<file path="config.mk">
export PLATFORM = sky130hd
export DESIGN_NAME = spgt_seq
export DESIGN_NICKNAME = d
export VERILOG_FILES = /design/src/hw/rtl/shared_page_group_table_assert.svh /design/src/hw/rtl/spgt_pkg.sv /design/src/hw/rtl/spgt_seq.sv
export SDC_FILE = /design/constraint.sdc
export NUM_CORES = 1
export LEC_CHECK = 0
export BUFFER_PORTS_ARGS = -buffer_cell sky130_fd_sc_hd__buf_2
export CAP_MARGIN = 30
export CORE_MARGIN = 5
export CORE_UTILIZATION = 50
export DETAILED_ROUTE_END_ITERATION = 6
export GPL_ROUTABILITY_DRIVEN = 0
export GPL_TIMING_DRIVEN = 0
export PLACE_DENSITY = 0.85
export SLEW_MARGIN = 30
export SYNTH_ARGS = -nofsm -noshare
export SYNTH_HDL_FRONTEND = slang
export SYNTH_SLANG_ARGS = --single-unit
export TNS_END_PERCENT = 50
</file>
<file path="constraint.sdc">
create_clock -name clk -period 3.74 [get_ports clk]
set_clock_uncertainty 0.15 [all_clocks]
set_input_delay 0.374 -clock clk [delete_from_list [all_inputs] [get_ports clk]]
set_output_delay 0.374 -clock clk [all_outputs]
set_load 0.02 [all_outputs]
</file>
<file path="src/hw/rtl/shared_page_group_table_assert.svh">
// ----------------------------------------------------------------------------
// shared_page_group_table assertion macros
// concurrent checks on clk, disabled while rst_n is low
// ----------------------------------------------------------------------------
`ifndef SHARED_PAGE_GROUP_TABLE_ASSERT_SVH
`define SHARED_PAGE_GROUP_TABLE_ASSERT_SVH

`ifndef SYNTH
`define SPGT_CHECK(lbl, ante, cons) \
    lbl: assert property (@(posedge clk) disable iff (!rst_n) (ante) |-> (cons)) \
        else $error("spgt check failed");
`define SPGT_CHECK_NEXT(lbl, ante, cons) \
    lbl: assert property (@(posedge clk) disable iff (!rst_n) (ante) |=> (cons)) \
        else $error("spgt check failed");
`else
`define SPGT_CHECK(lbl, ante, cons)
`define SPGT_CHECK_NEXT(lbl, ante, cons)
`endif

`endif

</file>
<file path="src/hw/rtl/spgt_pkg.sv">
// ----------------------------------------------------------------------------
// spgt_pkg
// item types, codes and defaults for the shared page group table
// ----------------------------------------------------------------------------
package spgt_pkg;

    localparam int GROUP_SLOTS_DEF     = 64;
    localparam int PAGES_PER_GROUP_DEF = 128;

    localparam int COUNT_W = 7;
    localparam int GROUP_W = 16;
    localparam int ADDR_W  = 56;

    localparam logic [COUNT_W-1:0] COUNT_MAX = 7'd64;
    localparam logic [GROUP_W-1:0] NO_GROUP  = 16'hFFFF;

    localparam logic [2:0] ACT_CREATE = 3'd0;
    localparam logic [2:0] ACT_ADD    = 3'd1;
    localparam logic [2:0] ACT_TEST   = 3'd2;
    localparam logic [2:0] ACT_INC    = 3'd3;
    localparam logic [2:0] ACT_DEC    = 3'd4;
    localparam logic [2:0] ACT_READ   = 3'd5;

    localparam logic [1:0] ST_OK         = 2'd0;
    localparam logic [1:0] ST_NO_GROUP   = 2'd1;
    localparam logic [1:0] ST_LIST_FULL  = 2'd2;
    localparam logic [1:0] ST_TABLE_FULL = 2'd3;

    typedef struct packed {
        logic [2:0]                action;
        logic signed [GROUP_W-1:0] group_id;
        logic [ADDR_W-1:0]         page_addr;
    } in_item_t;

    typedef struct packed {
        logic [1:0]         status;
        logic               is_member;
        logic [COUNT_W-1:0] proc_count;
    } out_item_t;

endpackage

</file>
<file path="src/hw/rtl/spgt_seq.sv">
// ----------------------------------------------------------------------------
// spgt_seq
// operation sequencer: slot scan, page scan and read-modify-write of both rams
// ----------------------------------------------------------------------------
module spgt_seq #(
    parameter int GROUP_SLOTS     = 64,
    parameter int PAGES_PER_GROUP = 128,
    parameter int FW     = $clog2(PAGES_PER_GROUP + 1),
    parameter int SW     = (GROUP_SLOTS > 1) ? $clog2(GROUP_SLOTS) : 1,
    parameter int PAW    = (GROUP_SLOTS * PAGES_PER_GROUP > 1) ?
                           $clog2(GROUP_SLOTS * PAGES_PER_GROUP) : 1,
    parameter int META_W = spgt_pkg::GROUP_W + spgt_pkg::COUNT_W + FW
) (
    input  logic                  clk,
    input  logic                  rst_n,
    input  logic                  req_valid,
    output logic                  req_ready,
    input  spgt_pkg::in_item_t    req,
    output logic                  res_valid,
    input  logic                  res_ready,
    output spgt_pkg::out_item_t   res,
    output logic                  meta_we,
    output logic [SW-1:0]         meta_waddr,
    output logic [META_W-1:0]     meta_wdata,
    output logic [SW-1:0]         meta_raddr,
    input  logic [META_W-1:0]     meta_rdata,
    output logic                  page_we,
    output logic [PAW-1:0]        page_waddr,
    output logic [spgt_pkg::ADDR_W-1:0] page_wdata,
    output logic [PAW-1:0]        page_raddr,
    input  logic [spgt_pkg::ADDR_W-1:0] page_rdata
);
    import spgt_pkg::*;

    localparam int NW = $clog2(GROUP_SLOTS + 1);

    localparam logic [2:0] S_IDLE = 3'd0;
    localparam logic [2:0] S_DISP = 3'd1;
    localparam logic [2:0] S_SLOT = 3'd2;
    localparam logic [2:0] S_PAGE = 3'd3;
    localparam logic [2:0] S_DONE = 3'd4;

    logic [2:0]         state_reg, state_next;
    in_item_t           item_reg, item_next;
    logic [NW-1:0]      num_reg, num_next;
    logic [NW-1:0]      sidx_reg, sidx_next;
    logic [FW-1:0]      kidx_reg, kidx_next;
    logic               pend_reg, pend_next;
    logic [SW-1:0]      pslot_reg, pslot_next;
    logic [SW-1:0]      slot_reg, slot_next;
    logic [COUNT_W-1:0] cnt_reg, cnt_next;
    logic [FW-1:0]      fill_reg, fill_next;
    logic [PAW-1:0]     base_reg, base_next;
    out_item_t          res_reg, res_next;

    logic [GROUP_W-1:0] id_u;
    logic               no_group;
    logic [GROUP_W-1:0] rd_grp;
    logic [COUNT_W-1:0] rd_cnt;
    logic [FW-1:0]      rd_fill;
    logic               slot_hit;
    logic               page_hit;
    logic [COUNT_W-1:0] cnt_new;

    assign id_u     = $unsigned(item_reg.group_id);
    assign no_group = (id_u == NO_GROUP);
    assign rd_grp   = meta_rdata[META_W-1 -: GROUP_W];
    assign rd_cnt   = meta_rdata[FW+COUNT_W-1 -: COUNT_W];
    assign rd_fill  = meta_rdata[FW-1:0];
    assign slot_hit = pend_reg && (rd_grp == id_u);
    assign page_hit = pend_reg && (page_rdata == item_reg.page_addr);

    always_comb
    begin
        case (item_reg.action)
            ACT_INC:  cnt_new = (rd_cnt < COUNT_MAX) ? rd_cnt + 7'd1 : rd_cnt;
            ACT_DEC:  cnt_new = (rd_cnt != 7'd0) ? rd_cnt - 7'd1 : rd_cnt;
            default:  cnt_new = rd_cnt;
        endcase
    end

    always_comb
    begin
        state_next = state_reg;
        item_next  = item_reg;
        num_next   = num_reg;
        sidx_next  = sidx_reg;
        kidx_next  = kidx_reg;
        pend_next  = 1'b0;
        pslot_next = pslot_reg;
        slot_next  = slot_reg;
        cnt_next   = cnt_reg;
        fill_next  = fill_reg;
        base_next  = base_reg;
        res_next   = res_reg;
        meta_we    = 1'b0;
        meta_waddr = slot_reg;
        meta_wdata = {id_u, cnt_reg, fill_reg};
        meta_raddr = sidx_reg[SW-1:0];
        page_we    = 1'b0;
        page_waddr = base_reg + PAW'(fill_reg);
        page_wdata = item_reg.page_addr;
        page_raddr = base_reg + PAW'(kidx_reg);
        req_ready  = (state_reg == S_IDLE);
        res_valid  = (state_reg == S_DONE);

        case (state_reg)
            S_IDLE:
            begin
                if (req_valid)
                begin
                    item_next  = req;
                    state_next = S_DISP;
                end
            end
            S_DISP:
            begin
                res_next  = '{status: ST_OK, is_member: 1'b0, proc_count: '0};
                sidx_next = '0;
                case (item_reg.action)
                    ACT_CREATE:
                    begin
                        state_next = S_DONE;
                        if (!no_group)
                        begin
                            if (num_reg == NW'(GROUP_SLOTS))
                            begin
                                res_next.status = ST_TABLE_FULL;
                            end
                            else
                            begin
                                meta_we    = 1'b1;
                                meta_waddr = num_reg[SW-1:0];
                                meta_wdata = {id_u, {COUNT_W{1'b0}}, {FW{1'b0}}};
                                num_next   = num_reg + NW'(1);
                            end
                        end
                    end
                    ACT_ADD, ACT_TEST:
                    begin
                        state_next = no_group ? S_DONE : S_SLOT;
                    end
                    ACT_INC, ACT_DEC, ACT_READ:
                    begin
                        state_next = S_SLOT;
                    end
                    default:
                    begin
                        state_next = S_DONE;
                    end
                endcase
            end
            S_SLOT:
            begin
                if (slot_hit)
                begin
                    slot_next           = pslot_reg;
                    cnt_next            = rd_cnt;
                    fill_next           = rd_fill;
                    base_next           = PAW'(pslot_reg * PAGES_PER_GROUP);
                    kidx_next           = '0;
                    res_next.proc_count = rd_cnt;
                    if (item_reg.action == ACT_ADD || item_reg.action == ACT_TEST)
                    begin
                        state_next = (item_reg.page_addr == '0) ? S_DONE : S_PAGE;
                    end
                    else
                    begin
                        meta_we             = 1'b1;
                        meta_waddr          = pslot_reg;
                        meta_wdata          = {id_u, cnt_new, rd_fill};
                        res_next.proc_count = cnt_new;
                        state_next          = S_DONE;
                    end
                end
                else if (sidx_reg < num_reg)
                begin
                    meta_raddr = sidx_reg[SW-1:0];
                    pend_next  = 1'b1;
                    pslot_next = sidx_reg[SW-1:0];
                    sidx_next  = sidx_reg + NW'(1);
                end
                else if (!pend_reg)
                begin
                    res_next.status = ST_NO_GROUP;
                    state_next      = S_DONE;
                end
            end
            S_PAGE:
            begin
                if (page_hit)
                begin
                    res_next.is_member = (item_reg.action == ACT_TEST);
                    state_next         = S_DONE;
                end
                else if (kidx_reg < fill_reg)
                begin
                    page_raddr = base_reg + PAW'(kidx_reg);
                    pend_next  = 1'b1;
                    kidx_next  = kidx_reg + FW'(1);
                end
                else if (!pend_reg)
                begin
                    state_next = S_DONE;
                    if (item_reg.action == ACT_ADD)
                    begin
                        if (fill_reg >= FW'(PAGES_PER_GROUP))
                        begin
                            res_next.status = ST_LIST_FULL;
                        end
                        else
                        begin
                            page_we    = 1'b1;
                            meta_we    = 1'b1;
                            meta_wdata = {id_u, cnt_reg, fill_reg + FW'(1)};
                        end
                    end
                end
            end
            S_DONE:
            begin
                if (res_ready)
                begin
                    state_next = S_IDLE;
                end
            end
            default:
            begin
                state_next = S_IDLE;
            end
        endcase
    end

    always_ff @(posedge clk or negedge rst_n)
    begin
        if (!rst_n)
        begin
            state_reg <= S_IDLE;
            num_reg   <= '0;
            pend_reg  <= 1'b0;
        end
        else
        begin
            state_reg <= state_next;
            num_reg   <= num_next;
            pend_reg  <= pend_next;
        end
    end

    always_ff @(posedge clk)
    begin
        item_reg  <= item_next;
        sidx_reg  <= sidx_next;
        kidx_reg  <= kidx_next;
        pslot_reg <= pslot_next;
        slot_reg  <= slot_next;
        cnt_reg   <= cnt_next;
        fill_reg  <= fill_next;
        base_reg  <= base_next;
        res_reg   <= res_next;
    end

    assign res = res_reg;

endmodule

</file>
==> qor.yml <==
outcome:
  status: "completed"
floorplan:
  core_area_sq_um: 15710
  num_rows: 46
  die_area_sq_um: 18450
  die_w_um: 135.8
  initial_core_util: 0.5038
  ioPinCount: 305
  die_y_um: 135.8
yosys:
  synth_area_sq_um: 7916
  synth_fp_nets: 906
  synthArstFlopShare: 0.07971
  ys_seq_elements: 138
  synthCells: 714
  ys.flop_type: "edfxtp_1"
  synth-edff-count: 127
  ys_seq_area_frac: 0.5165
  syn_avg_cell_area_sq_um: 11.09
  ys_types: 54
  yosysWarnings: 0
route:
  drt_iter0_drc: 700
  wirelength_mm: 27.42
  ant_nets: 0
  drt-vias-per-instance: 5.536
  drtPass1Iterations: 5
  routedWlPerCell_um: 20.28
  drcViolationCount: 0
  vias: 7485
sta:
  slew_violations: 0
  relSlewSlack: 0.4400
  max_freq_mhz: 278.9
  hold_ws_ns: 0.01414
  min_period_ns: 3.585
  hold_violations: 0
  worstMarginPinSlew_ns: 0.8401
  rsz0062_at_grt: "false"
  fin_ws_ns: 0.1545
  setup_tns_ns: 0
  setup_violations: 0
  period_share: 0.9587
placed_design:
  dpl_worst_slack_ns: 0.5411
  portBuffers: 304
  hpwl_mm: 19.18
global_route:
  use_met3: 0.07365
  globalRoute.busiestLayer: "met2"
  grt_usage: 0.2941
  grt.met1_usage: 0.3499
  antenna_found_initial: 2
  grt_start_max_net_pins: 45
  grt_pass1_wl_mm: 41.57
  use_met2: 0.4978
  grt-ovfl-total: 0
  first_global_vias: 7621
pwr:
  p_sw_frac: 0.3535
  seq_power_share: 0.395
  worst_ir_drop_vdd_v: 0.0003831
  clkPwrFrac: 0.285
  switching_power_mw: 2.136
  p_leak_nw: 4.771
  power_density_nw_per_um2: 540.6
  power_frac_comb: 0.320
  intPower_mw: 3.906
setup_path:
  path_class: "reg -> out"
  rr_worst_depth: 6
  worst_r2r_startpoint: "id_u[4]"
  crit_path_start: "id_u[15]"
  worstSetupStartpointType: "flip-flop"
  cp_data_required_time_ns: 3.22
  critPathArrivalTime_ns: 3.06
  crit_path_end_kind: "output pin"
  cp_max_fo: 10
  reg2reg_slack_ns: 0.56
clocking:
  clk_pin_slew_ns: 0.06
  clock_sinks: 138
  h-tree-depth: 4
  tritoncts: "built"
  root_buffer: "clkbuf_16"
  clk_path_buf_depth: 2
  cts_buffers: 17
  clkLatencyLatePin_ns: 0.42
finish:
  largest_register_ff_count: 56
  finalNetCount: 1312
  drive_gt1_frac: 0.3910
  area_growth_pct: 41.20
min_path:
  hp-class: "in -> reg"
  hold_path.startpoint: "meta_rdata[3]"
  hold_depth: 1
flow_run:
  drv_cap: 0
## metrics by stage
stage	cells	cell area, sq um	utilization	total power, mW
6_report	1352	11180	0.7114	6.042
3_5_place_dp	1235	9738	0.6198	4.200
5_1_grt	1351	11180	0.7113	6.283
2_1_floorplan	714	7916	-	3.538
4_1_cts	1349	11160	0.7101	5.988
3_3_place_gp	1234	9708	0.6179	4.143
## power by group through the flow
stage | logic [mW] | registers, mW | clock network (mW)
floorplan | 1.19 | 2.35 | 0
global placement | 1.74 | 2.40 | 0
detailed placement | 1.81 | 2.39 | 0
CTS | 1.89 | 2.36 | 1.74
global route | 2.06 | 2.41 | 1.81
finish | 1.93 | 2.39 | 1.72
## cell families after synthesis
family	after synthesis	share of synthesized area
AND/OR/NAND/NOR	238	0.1601
adder cells (fa/ha/maj)	26	0.04109
multiplexers	2	0.002529
AO/OA/AOI/OAI	84	0.07128
buffers and inverters	137	0.1100
XOR/XNOR	89	0.09847
flip-flops	138	0.5165
## synth_stat cells (4+ instances only)
| cell | n | area [sq um] |
|---|---|---|
| dfrtp_1 | 11 | 275.3 |
| edfxtp_1 | 127 | 3814 |
| a22oi_1 | 4 | 30.03 |
| ha_1 | 26 | 325.3 |
| xnor2_1 | 58 | 508.0 |
| nand3_1 | 35 | 175.2 |
| and3_1 | 9 | 56.30 |
| a31oi_1 | 7 | 43.79 |
| a21oi_1 | 12 | 60.06 |
| o21ai_0 | 26 | 130.1 |
| or4_1 | 4 | 30.03 |
| nor2_1 | 40 | 150.1 |
| clkbuf_1 | 11 | 41.29 |
| buf_4 | 92 | 690.7 |
| xor2_1 | 31 | 271.5 |
| inv_1 | 30 | 112.6 |
| nand4_1 | 26 | 162.7 |
| or3_1 | 5 | 31.28 |
| nand2b_1 | 12 | 75.07 |
| nor4_1 | 27 | 168.9 |
| o221ai_1 | 4 | 35.03 |
| a221o_1 | 4 | 40.04 |
| nand2_1 | 39 | 146.4 |
| nor2b_1 | 9 | 56.30 |
| nor3_1 | 12 | 60.06 |
| and2_1 | 6 | 37.54 |
## cells in the final DEF, fill, tap and decap left out, types with 26 or more instances in the layout
master / synthesis / routed
nor4_1: 27 / 27
nand4_1: 26 / 26
xor2_1: 31 / 31
edfxtp_1: 127 / 127
ha_1: 26 / 26
nand2_1: 39 / 39
nor2_1: 40 / 38
buf_4: 92 / 92
nand3_1: 35 / 35
dlygate4sd3_1: 0 / 82
xnor2_1: 58 / 58
buf_2: 2 / 305
o21ai_0: 26 / 26
inv_1: 30 / 30
## worst paths after layout
check | endpoint
max in group asynchronous | state_reg[2]
hold / removal | fill_reg[3]
hold reg to reg | base_reg[7]
setup reg to reg | sidx_reg[5]
min in group asynchronous | num_reg[6]
setup / recovery | meta_waddr[0]
## critical path, stage by stage, from the launching register on
cell and delay, ns:
edfxtp_1 0.44, nand4_1 0.12, or4_1 0.68, and3_1 0.23, clkbuf_1 0.21, nand2_1 0.17
buf_2 0.29, nor2_1 0.07, a221o_1 0.27, buf_2 0.16
## metal layers
metal  part of all wire  routed length [um]
met4              0.047                1289
met3              0.095                2615
met1               0.37               10130
met5                  0                   0
met2               0.49               13380
## layout make-up
class                      instances  area [sq um]
antenna                            3         7.507
buffer                           107         760.7
clock buffer                      18         439.2
clock inverter                    14         160.2
fill                            1053          4534
inverter                          30         112.6
multi-input combinational        439          2977
sequential                       138          4089
tap                              216         270.3
timing repair buffer             387          2362
## what timing repair did
action / CTS / global route
setup endpoints to repair: 0 / 14
gates resized for setup: 0 / 4
buffers inserted: 0 / 0
hold buffers: 82 / 0
hold endpoints to repair: 92 / 0
No activity file was read; power rests on OpenSTA's default activity.
