## src/hw/rtl/shared_page_group_table_assert.svh

```systemverilog
// ----------------------------------------------------------------------------
// shared_page_group_table assertion macros
// concurrent checks on clk, disabled while rst_n is low
// ----------------------------------------------------------------------------
`ifndef SHARED_PAGE_GROUP_TABLE_ASSERT_SVH
`define SHARED_PAGE_GROUP_TABLE_ASSERT_SVH

`ifndef SYNTH
`define SPGT_CHECK(lbl, ante, cons) \
    lbl: assert property (@(posedge clk) disable iff (!rst_n) (ante) |-> (cons)) \
        else $error("spgt check failed");
`define SPGT_CHECK_NEXT(lbl, ante, cons) \
    lbl: assert property (@(posedge clk) disable iff (!rst_n) (ante) |=> (cons)) \
        else $error("spgt check failed");
`else
`define SPGT_CHECK(lbl, ante, cons)
`define SPGT_CHECK_NEXT(lbl, ante, cons)
`endif

`endif

```

## src/hw/rtl/spgt_ram.sv

```systemverilog
// ----------------------------------------------------------------------------
// spgt_ram
// generic simple dual-port ram, one write and one registered read per cycle
// ----------------------------------------------------------------------------
module spgt_ram #(
    parameter int WIDTH = 8,
    parameter int DEPTH = 64,
    parameter int AW    = (DEPTH > 1) ? $clog2(DEPTH) : 1
) (
    input  logic             clk,
    input  logic             we,
    input  logic [AW-1:0]    waddr,
    input  logic [WIDTH-1:0] wdata,
    input  logic [AW-1:0]    raddr,
    output logic [WIDTH-1:0] rdata
);

    logic [WIDTH-1:0] mem [DEPTH];
    logic [WIDTH-1:0] rdata_reg;

    always_ff @(posedge clk)
    begin
        if (we)
        begin
            mem[waddr] <= wdata;
        end
        rdata_reg <= mem[raddr];
    end

    assign rdata = rdata_reg;

endmodule

```

## config.mk

```make
export PLATFORM = sky130hd
export DESIGN_NAME = spgt_ram
export DESIGN_NICKNAME = d
export VERILOG_FILES = /design/src/hw/rtl/shared_page_group_table_assert.svh /design/src/hw/rtl/spgt_ram.sv
export SDC_FILE = /design/constraint.sdc
export NUM_CORES = 1
export LEC_CHECK = 0
export BUFFER_PORTS_ARGS = -buffer_cell sky130_fd_sc_hd__buf_2
export CORE_ASPECT_RATIO = 0.7
export CORE_UTILIZATION = 50
export CTS_CLUSTER_SIZE = 30
export DETAILED_ROUTE_END_ITERATION = 8
export PLACE_DENSITY = 0.77
export SYNTH_ARGS = -nofsm -noshare
export SYNTH_HDL_FRONTEND = slang
export SYNTH_SLANG_ARGS = --single-unit
```

## constraint.sdc

```tcl
create_clock -name clk -period 3.2 [get_ports clk]
set_input_delay 0.8 -clock clk [delete_from_list [all_inputs] [get_ports clk]]
set_output_delay 0.8 -clock clk [all_outputs]
set_load 0.005 [all_outputs]
```

==> impl_metrics.py, run 1 <==
metrics = {
    "run_status": {
        "outcome": "complete, no violations",
    },
    "synthesis": {
        "synth_nets": 962,
        "ys_warn_count": 0,
        "ys_seq_area_share_pct": 77.03,
        "synthFlopType": "edfxtp_1",
        "synth_top_area_share_pct": 76.24,
        "synth_edf_count": 512,
        "netlist_area_mm2": 0.02017,
        "synth_area_leaders": "edfxtp_1 76%, mux4_2 14%, nor2_1 1.5%",
        "syn_inst": 940,
        "yosysUniqueCellTypes": 40,
        "yosysTopAreaCell": "edfxtp_1",
        "synth_seq_cells": 520,
        "postSynthAreaPerCell_um2": 21.45,
        "async_flop_share_pct": 0,
    },
    "worst_setup_path": {
        "crit_fanout": 24,
        "crit_type": "input port to register",
        "worstPathRequired_ns": 3.61,
        "cp_data_arrival_time_ns": 2.95,
        "slowest_delay_ns": 0.78,
        "crit_path_end_kind": "register",
        "path_buf_inv": 2,
        "cp_top_family": "compound AO/OA/AOI/OAI gates",
        "cp_slowest_cell": "a2111oi_0",
        "worst_setup_path_start_kind": "input port",
        "worstPathCellList": "clkbuf_8, buf_12, mux4_2, nor2b_1, a2111oi_0, o41ai_1",
    },
    "placement": {
        "port_buffers": 29,
        "place.gp.congestion": 0.8536,
        "dp_hpwl_um": 28970,
        "placed_cells_incl_taps": 1566,
    },
    "clock_tree": {
        "clk_pin_slew_worst_paths_ns": 0.06,
        "cts_tree": "done",
        "cts_resized": 0,
        "htreeDepth": 2,
        "clkLatencyLatePin_ns": 0.58,
        "cts-root-buf": "clkbuf_16",
        "cts_sinks": 520,
        "numCtsBuffers": 47,
        "holdBufCountCts": 0,
        "post_cts_buffers": 0,
        "clockBufferDepth": 3,
    },
    "route": {
        "dr_wl_met3_um": 5101,
        "first_iter_violations": 1203,
        "wirelength_um": 45830,
        "met1Wirelength_um": 18760,
        "top_layer": "met4",
        "drtAntennaViolNets": 0,
        "drc": 0,
        "wl_met2_um": 20650,
        "dr.pass1.iters": 6,
        "avgRoutedWirePerCell_um": 27.76,
        "via_count": 10100,
        "vias_per_cell": 6.118,
    },
    "die": {
        "io_pins": 30,
        "dieArea_mm2": 0.04115,
        "die-width_um": 242.0,
        "start_util_pct": 50.72,
        "die_y_um": 170.0,
        "fp-row-count": 61,
        "fp.coreArea_mm2": 0.03976,
    },
    "global_routing": {
        "grt_pass1_vias": 10310,
        "antenna_found_initial": 0,
        "grt_max_degree": 65,
        "overflow": 0,
        "grt_first_pass_wirelength_um": 68110,
        "gr-usage-all-layers_pct": 23.00,
    },
    "final_layout": {
        "fin_util_pct": 58.25,
        "fin_nets": 1102,
        "largest_reg_flops": 512,
        "antenna_cells": 0,
        "final_cell_mix": "512 x edfxtp_1, 126 x mux4_2, 107 x buf_4, 83 x nor2_1, 47 x clkbuf_16",
        "final_common_cell": "edfxtp_1",
        "drive_gt1_share_pct": 30.91,
        "final_cells": 1651,
        "area_growth_pct": 14.87,
    },
    "sta": {
        "fmax_mhz": 393.8,
        "report.final.slew_viol_count": 0,
        "relSlewSlack_pct": 40.77,
        "finalSetupTns_ns": 0,
        "fin_crit_ns": 2.540,
        "setup_viol": 0,
        "hold_ws_ns": 0.5773,
        "fin_crit_sh_pct": 79.36,
        "tightest_slew_ns": 0.8661,
        "rsz0062_at_grt": "false",
        "skew_ns": 0.02608,
        "hold_viol_final": 0,
    },
    "power": {
        "p_per_area_mw_per_mm2": 602.5,
        "p_leak_nw": 7.431,
        "ir_worst_vdd_mv": 0.5607,
    },
    "flow_run": {
        "drv_cap": 0,
    },
    "min_path": {
        "hold_path_class": "input port to register",
    },
}
[power by group]
group	total (mW)	switching (mW)	internal [mW]
combinational	0.737	0.443	0.293
clock	5.66	2.41	3.25
sequential	7.56	0.0273	7.54
[path summary, 6_finish.rpt]
kind                          end  cells past startpoint  slack, ns                  from
min reg2reg      rdata[4]$_DFF_P_                      3       0.84  mem[27][4]$_DFFE_PP_
max              rdata[5]$_DFF_P_                      6       0.66              raddr[0]
min          mem[60][6]$_DFFE_PP_                      1       0.58              wdata[6]
max reg2reg      rdata[5]$_DFF_P_                      4       1.11   mem[2][5]$_DFFE_PP_
[cell type report]
class                           count  area [um^2]
Timing Repair Buffer              142         1107
Multi-Input combinational cell    369         4315
Clock inverter                     24        289.0
Sequential cell                   520        15530
Tap cell                          535        669.4
Clock buffer                       61         1249
Fill cell                        2809        16600
[metal layers]
layer	vias up	GRT usage, %
met2	564	34.31
li1	4200	-
met3	82	5.662
met4	0	7.182
met5	-	0
met1	5255	33.75
[metrics by stage]
step / power, mW / area, um^2 / setup WS (ns)
finish: 13.96 / 23160 / 0.6604
global route: 14.32 / 23160 / 0.5589
CTS: 14.02 / 23160 / 0.6571
detailed placement: 8.437 / 21630 / 0.05621
global placement: 8.416 / 21630 / 0.1705
floorplan: 8.097 / 20170 / 0.7323
[synthesized netlist by cell type, types with 3 or more instances]
cell type  instances
a211oi_1           4
a21oi_1            3
a221oi_1           6
a22oi_1            3
buf_1              4
buf_2             11
buf_4             13
buf_6              4
clkbuf_1          17
dfxtp_1            8
edfxtp_1         512
mux2_2            13
mux2i_1           23
mux4_2           126
nand2_1           19
nand2b_1           7
nand3_1           13
nand3b_1           3
nor2_1            83
nor2b_1           14
nor3_1             7
o2111ai_1          3
o221ai_1           8
o22ai_1            8
o2bb2ai_1          3
[cell families (layout without fill, tap and decap cells)]
group / after synthesis / after routing / synth area share (%)
AOI/OAI and AO/OA: 54 / 54 / 2.072
buffers and inverters: 51 / 227 / 1.570
muxes: 162 / 162 / 15.94
DFF: 520 / 520 / 77.03
and+or+nand+nor: 153 / 153 / 3.387
Power figures use the tool's default switching activity.
==> inputs of run 2 (changes only) <==
==> constraint.sdc (replaced) <==
create_clock -name clk -period 2.4 [get_ports clk]
set_input_delay 0.6 -clock clk [delete_from_list [all_inputs] [get_ports clk]]
set_output_delay 0.6 -clock clk [all_outputs]
set_load 0.005 [all_outputs]
==> run 2 against run 1 <==
Cell area rose by 1.1%. Setup slack got worse by 0.48 ns. Highest routed layer unchanged. First-iteration DRC count up 22%. Critical path type is now register to register. Sequential cell count is the same. Critical endpoint is now rdata[6]$_DFF_P_. Non-clock buffer count rose by 37.
==> impl_metrics.py, run 2 (synthesized netlist as in run 1, its figures left out) <==
metrics = {
    "run_status": {
        "outcome": "complete, no violations",
    },
    "clock_tree": {
        "clk_pin_slew_worst_paths_ns": 0.06,
        "cts_sinks": 520,
        "cts-root-buf": "clkbuf_16",
        "clkLatencyLatePin_ns": 0.56,
        "holdBufCountCts": 0,
        "post_cts_buffers": 0,
        "cts_tree": "done",
        "numCtsBuffers": 46,
        "cts_resized": 0,
        "htreeDepth": 2,
        "clockBufferDepth": 3,
    },
    "min_path": {
        "hold_path_depth": 1,
        "hold_path_class": "input port to register",
        "min_from": "wdata[4]",
        "min_to": "mem[23][4]$_DFFE_PP_",
    },
    "global_routing": {
        "grt_max_degree": 65,
        "gr-usage-all-layers_pct": 23.16,
        "overflow": 0,
        "grt_pass1_vias": 10310,
        "antenna_found_initial": 1,
        "grt_first_pass_wirelength_um": 68680,
    },
    "sta": {
        "tightest_slew_ns": 0.9985,
        "report.final.slew_viol_count": 0,
        "rsz0062_at_grt": "false",
        "relSlewSlack_pct": 33.44,
        "skew_ns": 0.01074,
        "setup_slack_ns": 0.1854,
        "fin_crit_sh_pct": 92.28,
        "setup_viol": 0,
        "hold_ws_ns": 0.5059,
        "fin_crit_ns": 2.215,
        "finalSetupTns_ns": 0,
        "hold_viol_final": 0,
        "fmax_mhz": 451.5,
    },
    "die": {
        "die_y_um": 170.0,
        "start_util_pct": 50.72,
        "fp.coreArea_mm2": 0.03976,
        "die-width_um": 242.0,
        "dieArea_mm2": 0.04115,
        "io_pins": 30,
        "fp-row-count": 61,
    },
    "power": {
        "combPwrFrac_pct": 5.8,
        "p_int_mw": 14.35,
        "ir_worst_vdd_mv": 0.7472,
        "power_frac_seq_pct": 55.6,
        "power_mw": 18.12,
        "swShare_pct": 20.82,
        "p_switching_mw": 3.773,
        "p_per_area_mw_per_mm2": 773.7,
        "p_clk_share_pct": 38.6,
        "p_leak_nw": 7.606,
    },
    "route": {
        "avgRoutedWirePerCell_um": 27.45,
        "via_count": 10330,
        "wirelength_um": 46330,
        "vias_per_cell": 6.117,
        "dr.pass1.iters": 5,
        "drc": 0,
        "first_iter_violations": 1463,
        "drtAntennaViolNets": 0,
    },
    "placement": {
        "place.gp.congestion": 0.8565,
        "dpl_worst_slack_ns": -0.3424,
        "placed_area_mm2": 0.02200,
        "placed_cells_incl_taps": 1603,
        "dp_hpwl_um": 30000,
        "port_buffers": 29,
    },
    "worst_setup_path": {
        "cp_data_arrival_time_ns": 2.64,
        "r2r-end": "rdata[6]$_DFF_P_",
        "crit_path_end_kind": "register",
        "worstPathRequired_ns": 2.82,
        "r2r_cells": 5,
        "regToRegSetupSlack_ns": 0.19,
        "crit_fanout": 1,
        "crit_type": "register to register",
        "worst_setup_path_start_kind": "register",
        "r2r-start": "mem[20][6]$_DFFE_PP_",
    },
    "final_layout": {
        "final_cell_mix": "512 x edfxtp_1, 136 x buf_4, 126 x mux4_2, 83 x nor2_1, 49 x clkbuf_16",
        "nFillCells": 2739,
        "fin_util_pct": 58.90,
        "fin_nets": 1138,
        "area_growth_pct": 16.13,
        "largest_reg_flops": 512,
        "drive_gt1_share_pct": 33.16,
        "final_cell_area_mm2": 0.02342,
        "final_cells": 1688,
        "final_common_cell": "edfxtp_1",
    },
    "flow_run": {
        "drv_cap": 0,
    },
}
-- run 2: cell count changes in the layout (fill, tap and decap cells not counted), sizes merged --
cell      change
diode         +1
buf          +37
bufinv        -6
clkbuf        +7
clkinv        -1
clkinvlp      -1
-- run 2: area by class of cell --
class,instances,area (um^2),share of cell area (%)
clock buffers,68,1338,5.711
repair buffers,179,1485,6.341
well taps,535,669.4,2.858
clock inverters,16,75.07,0.3205
multi-input cells,369,4315,18.43
flip-flops and latches,520,15530,66.33
diodes,1,2.502,0.01068
-- run 2: power by group through the flow --
| stage | Combinational, mW | Clock, mW | Sequential [mW] |
|---|---|---|---|
| after CTS | 1.04 | 7.08 | 10.1 |
| after global placement | 1.01 | 0 | 10.3 |
| after detailed placement | 1.04 | 0 | 10.3 |
| after global routing | 1.10 | 7.45 | 10.1 |
| after floorplan | 0.536 | 0 | 10.3 |
| final | 1.04 | 6.99 | 10.1 |
-- run 2: metal layers --
metal / up-vias / wire length, um / track usage, % / part of all wire, %
met5: - / 0 / 0 / 0
met1: 5384 / 19810 / 35.28 / 43
met4: 0 / 1204 / 6.714 / 2.6
met3: 76 / 5105 / 5.677 / 11
met2: 593 / 20220 / 33.36 / 44
li1: 4272 / - / - / -
-- run 2: worst max path at each step --
stage,start,end,cells past startpoint
final,mem[20][6]$_DFFE_PP_,rdata[6]$_DFF_P_,5
after floorplan,raddr[1],rdata[3]$_DFF_P_,7
after global placement,raddr[0],rdata[6]$_DFF_P_,8
after global routing,raddr[0],rdata[6]$_DFF_P_,8
after detailed placement,raddr[0],rdata[6]$_DFF_P_,8
after CTS,mem[20][6]$_DFFE_PP_,rdata[6]$_DFF_P_,5
-- run 2: worst max-delay path: stages (launching register included) --
cell and delay (ns):
edfxtp_1 0.44, mux4_2 0.49, mux2_2 0.30, o221a_2 0.28
nor3_1 0.40, o32ai_1 0.17
==> inputs of run 3 (changes only) <==
==> constraint.sdc (replaced) <==
create_clock -name clk -period 2.4 [get_ports clk]
set_input_delay 0.12 -clock clk [delete_from_list [all_inputs] [get_ports clk]]
set_output_delay 0.12 -clock clk [all_outputs]
set_load 0.005 [all_outputs]
==> run 3 against run 2 <==
Count of clock-buffer cells in the layout fell by 6. Final cell count down 2.0%. Largest power group unchanged. Largest cell class unchanged. Core utilization is 0.60 points lower. Routed wire length is 0.23% higher. Sequential power is essentially flat. Cell area decreased by 1.0%. Setup slack gained 0.22 ns. Fmax grew 11%. Hold slack worse by 0.47 ns.
==> impl_metrics.py, run 3 (synthesized netlist as in run 1, its figures left out) <==
metrics = {
    "clock_tree": {
        "cts-root-buf": "clkbuf_16",
        "cts_sinks": 520,
        "numCtsBuffers": 47,
        "clk_pin_slew_worst_paths_ns": 0.07,
        "post_cts_buffers": 0,
        "cts_tree": "done",
        "clockBufferDepth": 3,
        "clkLatencyLatePin_ns": 0.58,
        "htreeDepth": 2,
    },
    "sta": {
        "rsz0062_at_grt": "false",
        "report.final.slew_viol_count": 0,
        "relSlewSlack_pct": 34.29,
        "fin_crit_ns": 1.996,
        "tightest_slew_ns": 0.9857,
        "fmax_mhz": 501.0,
        "hold_viol_final": 0,
        "setup_viol": 0,
        "fin_crit_sh_pct": 83.16,
        "hold_ws_ns": 0.03540,
        "finalSetupTns_ns": 0,
        "skew_ns": 0.02329,
    },
    "global_routing": {
        "grt_pass1_vias": 10250,
        "grt_max_degree": 65,
        "gr-usage-all-layers_pct": 23.37,
        "grt_first_pass_wirelength_um": 69170,
        "overflow": 0,
        "antenna_found_initial": 2,
    },
    "route": {
        "via_count": 10200,
        "drtAntennaViolNets": 0,
        "first_iter_violations": 1265,
        "vias_per_cell": 6.166,
        "drc": 0,
        "avgRoutedWirePerCell_um": 28.08,
        "wirelength_um": 46440,
        "dr.pass1.iters": 5,
    },
    "final_layout": {
        "antenna_cells": 0,
        "final_cells": 1654,
        "final_cell_mix": "512 x edfxtp_1, 126 x mux4_2, 109 x buf_4, 83 x nor2_1, 49 x clkbuf_16",
        "fin_nets": 1107,
        "area_growth_pct": 14.94,
        "final_common_cell": "edfxtp_1",
        "final_cell_area_mm2": 0.02318,
        "drive_gt1_share_pct": 31.19,
        "largest_reg_flops": 512,
    },
    "die": {
        "io_pins": 30,
        "start_util_pct": 50.72,
        "die-width_um": 242.0,
        "die_y_um": 170.0,
        "fp-row-count": 61,
        "dieArea_mm2": 0.04115,
        "fp.coreArea_mm2": 0.03976,
    },
    "placement": {
        "placed_area_mm2": 0.02166,
        "port_buffers": 29,
        "placed_cells_incl_taps": 1569,
        "dp_hpwl_um": 29080,
        "place.gp.congestion": 0.8517,
    },
    "worst_setup_path": {
        "crit_path_end_kind": "register",
        "cp_data_arrival_time_ns": 2.45,
        "crit_type": "register to register",
        "worst_setup_path_start_kind": "register",
        "crit_fanout": 1,
        "worstPathRequired_ns": 2.85,
    },
    "power": {
        "p_leak_nw": 7.450,
        "p_per_area_mw_per_mm2": 798.5,
        "ir_worst_vdd_mv": 0.6380,
    },
    "run_status": {
        "outcome": "complete, no violations",
    },
    "min_path": {
        "hold_path_class": "input port to register",
    },
    "flow_run": {
        "drv_cap": 0,
    },
}
==> run 3: worst max-delay path, cell delays in order (launching register included) <==
cell and delay [ns]:
edfxtp_1 0.37, mux4_2 0.47, mux2_2 0.28, o221a_2 0.28, nor3_1 0.33, o32ai_1 0.14
==> run 3: final cells by class <==
cell class              instances  area (um^2)
clock buffers                  62         1285
clock inverters                21        212.7
fillers                      2786        16580
multi-input cells             369         4315
flip-flops and latches        520        15530
well taps                     535        669.4
repair buffers                147         1162
==> run 3: worst paths after layout <==
| kind | slack, ns | from | cells past startpoint | to |
|---|---|---|---|---|
| min reg2reg | 0.85 | mem[26][4]$_DFFE_PP_ | 3 | rdata[4]$_DFF_P_ |
| min | 0.04 | raddr[5] | 3 | rdata[4]$_DFF_P_ |
| max reg2reg | 0.40 | mem[24][4]$_DFFE_PP_ | 5 | rdata[4]$_DFF_P_ |
| max | 0.40 | mem[24][4]$_DFFE_PP_ | 5 | rdata[4]$_DFF_P_ |
==> run 3: routing by layer <==
layer | track usage (%) | vias up | routed length [um]
met5 | 0 | - | 0
met4 | 6.109 | 0 | 1033
met3 | 6.718 | 85 | 5552
met2 | 34.08 | 598 | 20840
met1 | 34.80 | 5302 | 19010
li1 | - | 4213 | -
==> run 3: what timing repair did <==
item / in CTS / in global routing
hold buffers: 2 / 0
endpoints found under the hold margin: 25 / 0
endpoints found under the setup margin: 0 / 0
resized for setup: 0 / 0
==> run 3: per-stage QoR <==
step           util (%)  worst slack (ns)  total power, mW
3_3_place_gp      54.48            0.2262            11.23
2_1_floorplan         -            0.6123            10.80
3_5_place_dp      54.48            0.2080            11.26
5_1_grt           58.29            0.4175            18.99
4_1_cts           58.29            0.4111            18.60
6_report          58.29            0.4041            18.51
==> run 3: power by group <==
| group | total (mW) | switching [mW] | internal [mW] |
|---|---|---|---|
| logic | 0.994 | 0.591 | 0.403 |
| registers | 10.1 | 0.0350 | 10.0 |
| clock network | 7.43 | 3.23 | 4.20 |
| total | 18.5 | 3.86 | 14.6 |
